### src/rtl/enhanced_clock_page_replacer_macros.svh
// Assertion helpers for the replacer RTL.
`ifndef ENHANCED_CLOCK_PAGE_REPLACER_MACROS_SVH
`define ENHANCED_CLOCK_PAGE_REPLACER_MACROS_SVH

// Same-cycle implication, disabled while reset is asserted.
`define ECPR_ASSERT_IMPL(lbl, clk, rst_n, ante, cons) \
    lbl: assert property (@(posedge clk) disable iff (!rst_n) (ante) |-> (cons)) \
        else $error("ecpr: assertion failed");

// Next-cycle implication, disabled while reset is asserted.
`define ECPR_ASSERT_NEXT(lbl, clk, rst_n, ante, cons) \
    lbl: assert property (@(posedge clk) disable iff (!rst_n) (ante) |=> (cons)) \
        else $error("ecpr: assertion failed");

`endif

### src/rtl/ecpr_pkg.sv
package ecpr_pkg;

    localparam int SLOTS     = 64;
    localparam int PAGE_BITS = 20;
    localparam int IDX_W     = (SLOTS > 1) ? $clog2(SLOTS) : 1;
    localparam int CNT_W     = $clog2(SLOTS + 1);

    localparam logic [CNT_W-1:0] OCC_FULL = CNT_W'(SLOTS);

    typedef enum logic [1:0] {
        KIND_INSERT = 2'd0,
        KIND_ACCESS = 2'd1,
        KIND_VICTIM = 2'd2,
        KIND_NONE   = 2'd3
    } t_kind;

    typedef enum logic [1:0] {
        STATUS_DONE  = 2'd0,
        STATUS_EMPTY = 2'd1,
        STATUS_FULL  = 2'd2,
        STATUS_MISS  = 2'd3
    } t_status;

    typedef enum logic [2:0] {
        S_IDLE,
        S_SCAN,
        S_DECIDE,
        S_ROTATE,
        S_RESP
    } t_state;

    typedef enum logic [2:0] {
        CELL_HOLD,
        CELL_INSERT,
        CELL_FLAGS,
        CELL_TOUCH,
        CELL_MARK,
        CELL_ROTATE
    } t_cell_op;

    // Which class of entry becomes the victim.
    typedef enum logic [1:0] {
        VSEL_A0D0,
        VSEL_A0,
        VSEL_D0,
        VSEL_HAND
    } t_vsel;

    typedef struct packed {
        t_cell_op             op;
        t_vsel                vsel;
        logic [PAGE_BITS-1:0] page;
        logic                 wr;
        logic [CNT_W-1:0]     occ;
    } t_cmd;

    // Prefix flags carried from position zero toward the tail.
    typedef struct packed {
        logic hit;
        logic a0d0;
        logic a0;
        logic d0;
    } t_link;

    typedef struct packed {
        logic [PAGE_BITS-1:0] page;
        logic                 acc;
        logic                 dirty;
        logic                 tag;
    } t_entry;

endpackage

### src/rtl/ecpr_cell.sv
module ecpr_cell (
    input  logic                         i_clk,
    input  ecpr_pkg::t_cmd               i_cmd,
    input  logic [ecpr_pkg::IDX_W-1:0]   i_index,
    input  ecpr_pkg::t_link              i_link,
    output ecpr_pkg::t_link              o_link,
    input  ecpr_pkg::t_entry             i_right,
    input  ecpr_pkg::t_entry             i_wrap,
    output ecpr_pkg::t_entry             o_entry
);

    ecpr_pkg::t_entry r_entry, n_entry;
    logic r_f_hit, n_f_hit;
    logic r_f_a0d0, n_f_a0d0;
    logic r_f_a0, n_f_a0;
    logic r_f_d0, n_f_d0;
    logic r_f_pre, n_f_pre;

    logic [ecpr_pkg::CNT_W-1:0] w_pos;
    logic [ecpr_pkg::CNT_W-1:0] w_pos_next;
    logic w_valid, w_is_tail, w_is_ins;
    logic w_hit, w_a0, w_a0d0, w_d0;

    assign w_pos      = ecpr_pkg::CNT_W'(i_index);
    assign w_pos_next = w_pos + ecpr_pkg::CNT_W'(1);
    assign w_valid    = w_pos < i_cmd.occ;
    assign w_is_tail  = w_pos_next == i_cmd.occ;
    assign w_is_ins   = w_pos == i_cmd.occ;

    assign w_hit  = w_valid && (r_entry.page == i_cmd.page);
    assign w_a0   = w_valid && !r_entry.acc;
    assign w_a0d0 = w_a0 && !r_entry.dirty;
    assign w_d0   = w_valid && !r_entry.dirty;

    assign o_link.hit  = i_link.hit  | w_hit;
    assign o_link.a0d0 = i_link.a0d0 | w_a0d0;
    assign o_link.a0   = i_link.a0   | w_a0;
    assign o_link.d0   = i_link.d0   | w_d0;

    assign o_entry = r_entry;

    always_comb begin
        n_entry  = r_entry;
        n_f_hit  = r_f_hit;
        n_f_a0d0 = r_f_a0d0;
        n_f_a0   = r_f_a0;
        n_f_d0   = r_f_d0;
        n_f_pre  = r_f_pre;
        case (i_cmd.op)
            ecpr_pkg::CELL_INSERT: begin
                if (w_is_ins) begin
                    n_entry.page  = i_cmd.page;
                    n_entry.acc   = 1'b0;
                    n_entry.dirty = 1'b0;
                    n_entry.tag   = 1'b0;
                end
            end
            ecpr_pkg::CELL_FLAGS: begin
                // keep only the first position of each class
                n_f_hit  = w_hit  && !i_link.hit;
                n_f_a0d0 = w_a0d0 && !i_link.a0d0;
                n_f_a0   = w_a0   && !i_link.a0;
                n_f_d0   = w_d0   && !i_link.d0;
                n_f_pre  = !(i_link.a0 | w_a0);
            end
            ecpr_pkg::CELL_TOUCH: begin
                if (r_f_hit) begin
                    n_entry.acc = 1'b1;
                    if (i_cmd.wr) begin
                        n_entry.dirty = 1'b1;
                    end
                end
            end
            ecpr_pkg::CELL_MARK: begin
                case (i_cmd.vsel)
                    ecpr_pkg::VSEL_A0D0: begin
                        n_entry.tag = r_f_a0d0;
                    end
                    ecpr_pkg::VSEL_A0: begin
                        n_entry.tag = r_f_a0;
                        if (r_f_pre) begin
                            n_entry.acc = 1'b0;
                        end
                    end
                    ecpr_pkg::VSEL_D0: begin
                        n_entry.tag = r_f_d0;
                        n_entry.acc = 1'b0;
                    end
                    default: begin
                        n_entry.tag = (i_index == '0);
                        n_entry.acc = 1'b0;
                    end
                endcase
            end
            ecpr_pkg::CELL_ROTATE: begin
                // advance toward the hand; the tail takes the old head
                if (w_is_tail) begin
                    n_entry = i_wrap;
                end else if (w_valid) begin
                    n_entry = i_right;
                end
            end
            default: begin
            end
        endcase
    end

    always_ff @(posedge i_clk) begin
        r_entry  <= n_entry;
        r_f_hit  <= n_f_hit;
        r_f_a0d0 <= n_f_a0d0;
        r_f_a0   <= n_f_a0;
        r_f_d0   <= n_f_d0;
        r_f_pre  <= n_f_pre;
    end

endmodule

### config.mk
export PLATFORM = sky130hd
export DESIGN_NAME = ecpr_cell
export DESIGN_NICKNAME = d
export VERILOG_FILES = /design/src/rtl/enhanced_clock_page_replacer_macros.svh /design/src/rtl/ecpr_pkg.sv /design/src/rtl/ecpr_cell.sv
export SDC_FILE = /design/constraint.sdc
export NUM_CORES = 1
export LEC_CHECK = 0
export ABC_AREA = 1
export BUFFER_PORTS_ARGS = -buffer_cell sky130_fd_sc_hd__buf_2
export CORE_ASPECT_RATIO = 1.1
export CORE_MARGIN = 4
export CORE_UTILIZATION = 43
export DETAILED_ROUTE_END_ITERATION = 8
export PLACE_DENSITY_LB_ADDON = 0.3
export RECOVER_POWER = 50
export REMOVE_ABC_BUFFERS = 1
export SYNTH_ARGS = -nofsm -noshare
export SYNTH_HDL_FRONTEND = slang
export SYNTH_SLANG_ARGS = --single-unit
### constraint.sdc
create_clock -name i_clk -period 2.5 [get_ports i_clk]
set_input_delay 0.25 -clock i_clk [delete_from_list [all_inputs] [get_ports i_clk]]
set_output_delay 0.25 -clock i_clk [all_outputs]
set_load 0.005 [all_outputs]
Yosys cells after proc, flatten, opt, wreduce, memory -nomap -nowiden

Cells that the tools add are included.

Flip-flop bits (word level): 28
Logic and storage cells: 68

$add $sub $neg: 1
Magnitude comparators: 1
Equal/unequal tests: 16
Mux-type cells: 12
Bitwise operators: 4
Reductions and logical operators: 25

Operators with widths:

| kind                                                            | number |
|---|---|
| 23-bit two-way mux                                              | 3 |
| 20-bit case mux with 2 select lines                             | 1 |
| 20-bit == test                                                  | 1 |
| 1-bit case mux with 3 select lines                              | 3 |
| 1-bit logical AND                                               | 8 |
| 2-bit inequality test, second input constant                    | 4 |
| 6-bit by 1-bit adder with 7-bit output, second input constant   | 1 |
| 6-bit by 7-bit == test with 1-bit output                        | 1 |
| 7-bit == test                                                   | 1 |
| 1-bit logical NOT                                               | 7 |
| 6-bit by 7-bit less-than comparator with 1-bit output           | 1 |
| 3-bit by 2-bit == test with 1-bit output, second input constant | 2 |
| 3-bit == test, second input constant                            | 2 |
| 6-bit logical NOT                                               | 1 |
| 3-bit inequality test, second input constant                    | 2 |
| 3-bit AND reduction                                             | 2 |
| 6-bit AND reduction                                             | 1 |
| 3-bit nonzero test                                              | 2 |
| 5-bit AND reduction                                             | 1 |
| 1-bit bitwise OR                                                | 4 |
| 1-bit case mux with 4 select lines                              | 1 |
| 4-bit nonzero test                                              | 1 |
| 3-bit by 1-bit == test with 1-bit output, second input constant | 1 |
| 2-bit by 1-bit == test with 1-bit output, second input constant | 1 |
| 6 further kinds                                                 | 7 |

Depth between registers and ports, before layout

Depth in word-level cells: 4
Depth in mapped cells: 13
Depth with buffers taken out: 12

Worst setup path after synthesis

Ideal clock, no wire load.

Path type: input to register
Start: input i_index[0] (netlist name)
End: register r_entry, in the netlist o_entry[10], enable pin
Library setup time: 403 ps
Arrival: 2,264 ps
Data required time: 2,097 ps
Path slack: -167 ps
Stages on the path: 10
Path buffers: 1
Path through: inv_1 -> ha_1 -> inv_1 -> nand2_1 -> a21oi_1 -> nand2_2 -> nor2_4 -> nand2_4 -> buf_6 -> a21boi_1

Word-level cells in the longest chain between the ends: 4

Ends and longest elaborated chain:

| element                                  | line             | text |
|---|---|---|
| from (decl)                              | ecpr_cell.sv:4   | `input logic [ecpr_pkg::IDX_W-1:0] i_index,` |
| 6-bit by 1-bit adder with 7-bit output   | ecpr_cell.sv:25  | `assign w_pos_next = w_pos + ecpr_pkg::CNT_W'(1);` |
| 7-bit == test                            | ecpr_cell.sv:27  | `assign w_is_tail = w_pos_next == i_cmd.occ;` |
| 3-bit inequality test (no source line)   | n/a              |  |
| 3-bit AND reduction (no source line) (*) | n/a              |  |
| to (signal assigned)                     | ecpr_cell.sv:109 | `r_entry <= n_entry;` |
| to (decl)                                | ecpr_cell.sv:12  | `ecpr_pkg::t_entry r_entry, n_entry;` |

Mark *: on every way between the ends. The rest lies on a longest branch, timed or not.
A chain may end at the register's enable or synchronous reset.

Worst setup path after layout

Start: input i_index[0] (netlist name)
End: register r_entry, in the netlist o_entry[21], enable pin

The elaborated chain is that of the path after synthesis.

==> flow_summary.toml <==
[sta]
finalCritPeriodShare = 0.806
finalCriticalPeriod_ps = 2010
finClkSkew_ps = 6.44
rsz0062_at_grt = "no"
fmax_mhz = 496
worst_pin_slew_ps = 692
finalHoldViolCount = 0
setup_viol_count_final = 0
slew_viol_final = 0
worst_slack_ps = 486
slew_headroom = 0.538

[critical_path]
crit_family = "buffers and inverters"
critical_path_arrival_ps = 1980
cp_cell_sequence = "buf_2 > inv_1 > ha_1 > inv_1 > nand2_1 > a21oi_1 > nand2_1 > nor2_1 > nand2_1 > a21boi_0 > buf_4"
cp-start-kind = "input pin"
reg2reg_from = "o_entry[22]$_DFFE_PP_"
rrSetupSlack_ps = 1230
reg2reg_depth = 6
crit_fanout = 20
slowest_delay_ps = 310
crit_buf_inv = 4
endpoint_kind = "flop"
crit_slowest_cell = "buf_4"
cpMostUsedCell = "nand2_1"
r2r-end = "r_f_hit$_DFFE_PN_"
cp.required_ps = 2460
critical_path_class = "input pin to flop"

[clock_network]
clk_latency_ps = 270
cts_buffer_depth = 2
postCtsSetupRepairBufs = 0
holdBufCountCts = 0
cts.clk_slew.worst_paths_ps = 100
numCtsBuffers = 3
cts_tree = "built"
h-tree-depth = 1
clockRootBuffer = "clkbuf_8"
cts_sinks = 28
ctsResizeCount = 0

[logic_synthesis]
avgSynthCellArea_um2 = 6.82
post_synth_num_cell_types = 29
synth_top_family_by_area = "simple AND/OR/NAND/NOR gates"
synth_xor_area_frac = 0.0662
synthSimpleGateAreaFrac = 0.381
synth_mux_area_frac = 0
ys_ff_latch = 28
synthCells = 369
syn_area_mm2 = 0.00251
synth-adder-area-share = 0.0398
yosys_warnings = 0
ys_seq_area_frac = 0.334
synth-compound-area-share = 0.0313

[global_routing]
grt_pass1_wl_mm = 10.7
overflow = 0
grt_max_degree = 24
grt_usage = 0.187
antenna_found_initial = 0
grt_pass1_vias = 2479

[layout]
diodes = 0
final_cells = 558
final_common_cell = "nand2_1"
nets = 582
final_core_util = 0.572
mostFrequentLayoutCells = "120 x nand2_1, 98 x buf_2, 73 x inv_1"
stdcell_area_mm2 = 0.00316
area_delta_synth_final_pct = 25.8
drive_gt1_frac = 0.246

[floorplanning]
rows = 28
num_io_pins = 117
fp.dieH_um = 88.2
die_area_mm2 = 0.00714
start_util = 0.454
core_mm2 = 0.00554
die_x_um = 80.9

[placed_design]
dp_hpwl_mm = 5.40
placed_area_mm2 = 0.00314
portBuffers = 116
dp_slack_ps = 397
gp_congestion = 0.808
placed_cells = 554

[hold_path]
hold_end = "r_f_hit$_DFFE_PN_"
hp-class = "input pin to flop"
whs_path_depth = 2
worstHoldStart = "i_link[3]"

[job]
maxCapViolations = 0

[power_and_ir_drop]
power_density_mw_per_mm2 = 393
p_int_mw = 0.903
p_leak_nw = 1.77
switching_share = 0.274
sequentialPowerShare = 0.451
p_sw_mw = 0.342
clockPowerShare = 0.289
finalPower_mw = 1.24
pwr-share-comb = 0.260
peakVddDrop_mv = 0.227

[detailed_routing]
drcViolationCount = 0
wirelength_mm = 6.65
met3_wirelength_um = 462
highest_layer = "met4"
routedWlPerCell_um = 11.9
wl_met2_mm = 3.32
wl_met1_mm = 2.78
postRouteAntennaNets = 0
drt_pre_antenna_iters = 4
drtIter0Drc = 126
dr_total_vias = 2655
viasPerCell = 4.76

[outcome]
status = "complete, no violations"
[registers in the layout (all words and copies together) (netlist names)]
name and flops:
r_f_pre 1, r_f_a0 1, r_f_a0d0 1, o_entry 23, r_f_d0 1, r_f_hit 1
[metal layers]
| layer | vias to the layer above | global-route usage |
|---|---|---|
| met1 | 1161 | 0.238 |
| met4 | 0 | 0.0445 |
| li1 | 1375 | - |
| met5 | - | 0 |
| met2 | 111 | 0.341 |
| met3 | 8 | 0.0193 |
[logic make-up after synthesis]
group	Yosys count
compound gates	13
xor+xnor	19
fa+ha+maj	8
buf+inv	87
flops	28
simple gates	214
[layout make-up]
type | instances | area [µm²]
clock buffers | 3 | 41.3
clock inverters | 1 | 30.0
fillers | 570 | 2370
inverters | 77 | 289
multi-input cells | 254 | 1280
flip-flops and latches | 28 | 841
well taps | 75 | 93.8
repair buffers | 120 | 584
[power by group through the flow]
stage	clock network, mW	registers [mW]	logic [mW]
floorplan	0	0.572	0.176
global placement	0	0.571	0.326
detailed placement	0	0.571	0.334
CTS	0.367	0.561	0.334
global route	0.386	0.564	0.368
finish	0.360	0.561	0.323
[worst register-to-register path, stage by stage, from the launching register on]
cell      delay, ps
edfxtp_1        440
xor2_1          160
nor2_1          100
nand2_1          60
nor2_1          150
nand4_1         130
nor2_1          100
[Yosys cell counts]
master    number  area [µm²]
a211o_1        1        8.76
a21boi_1       1        7.51
a21oi_1        4        20.0
buf_1          2        7.51
buf_6          6        67.6
clkbuf_1       2        7.51
clkinv_1       1        3.75
edfxtp_1      28         841
ha_1           8         100
inv_1         73         274
inv_2          3        11.3
nand2_1      118         443
nand2_2        3        18.8
nand2_4        1        11.3
nand3_1       56         280
nand3_2        2        20.0
nand3b_1       1        7.51
nand4_1        5        31.3
nor2_1        19        71.3
nor2_2         1        6.26
nor2_4         4        45.0
nor3_1         2        10.0
o21ai_0        4        20.0
o21ai_1        1        5.00
o21ai_2        1        8.76
o311ai_0       1        8.76
or2_2          2        12.5
xnor2_1       11        96.3
xor2_1         8        70.1
[metrics by stage]
stage	TNS, ps	hold slack (ps)
final	0	259
after global placement	0	542
after CTS	0	253
after global routing	0	255
after floorplan	-2490	435
after detailed placement	0	546
[worst max-delay path by stage]
stage,from,slack (ps),depth (start not counted),end
finish,i_index[0],490,11,o_entry[21]$_DFFE_PP_
CTS,i_index[4],570,11,o_link[3]
global route,i_index[4],260,11,o_link[3]
global placement,i_index[0],410,11,o_entry[7]$_DFFE_PP_
detailed placement,i_index[0],400,11,o_entry[12]$_DFFE_PP_
floorplan,i_index[0],-120,9,o_entry[10]$_DFFE_PP_
(Power assumes the default switching activity.)
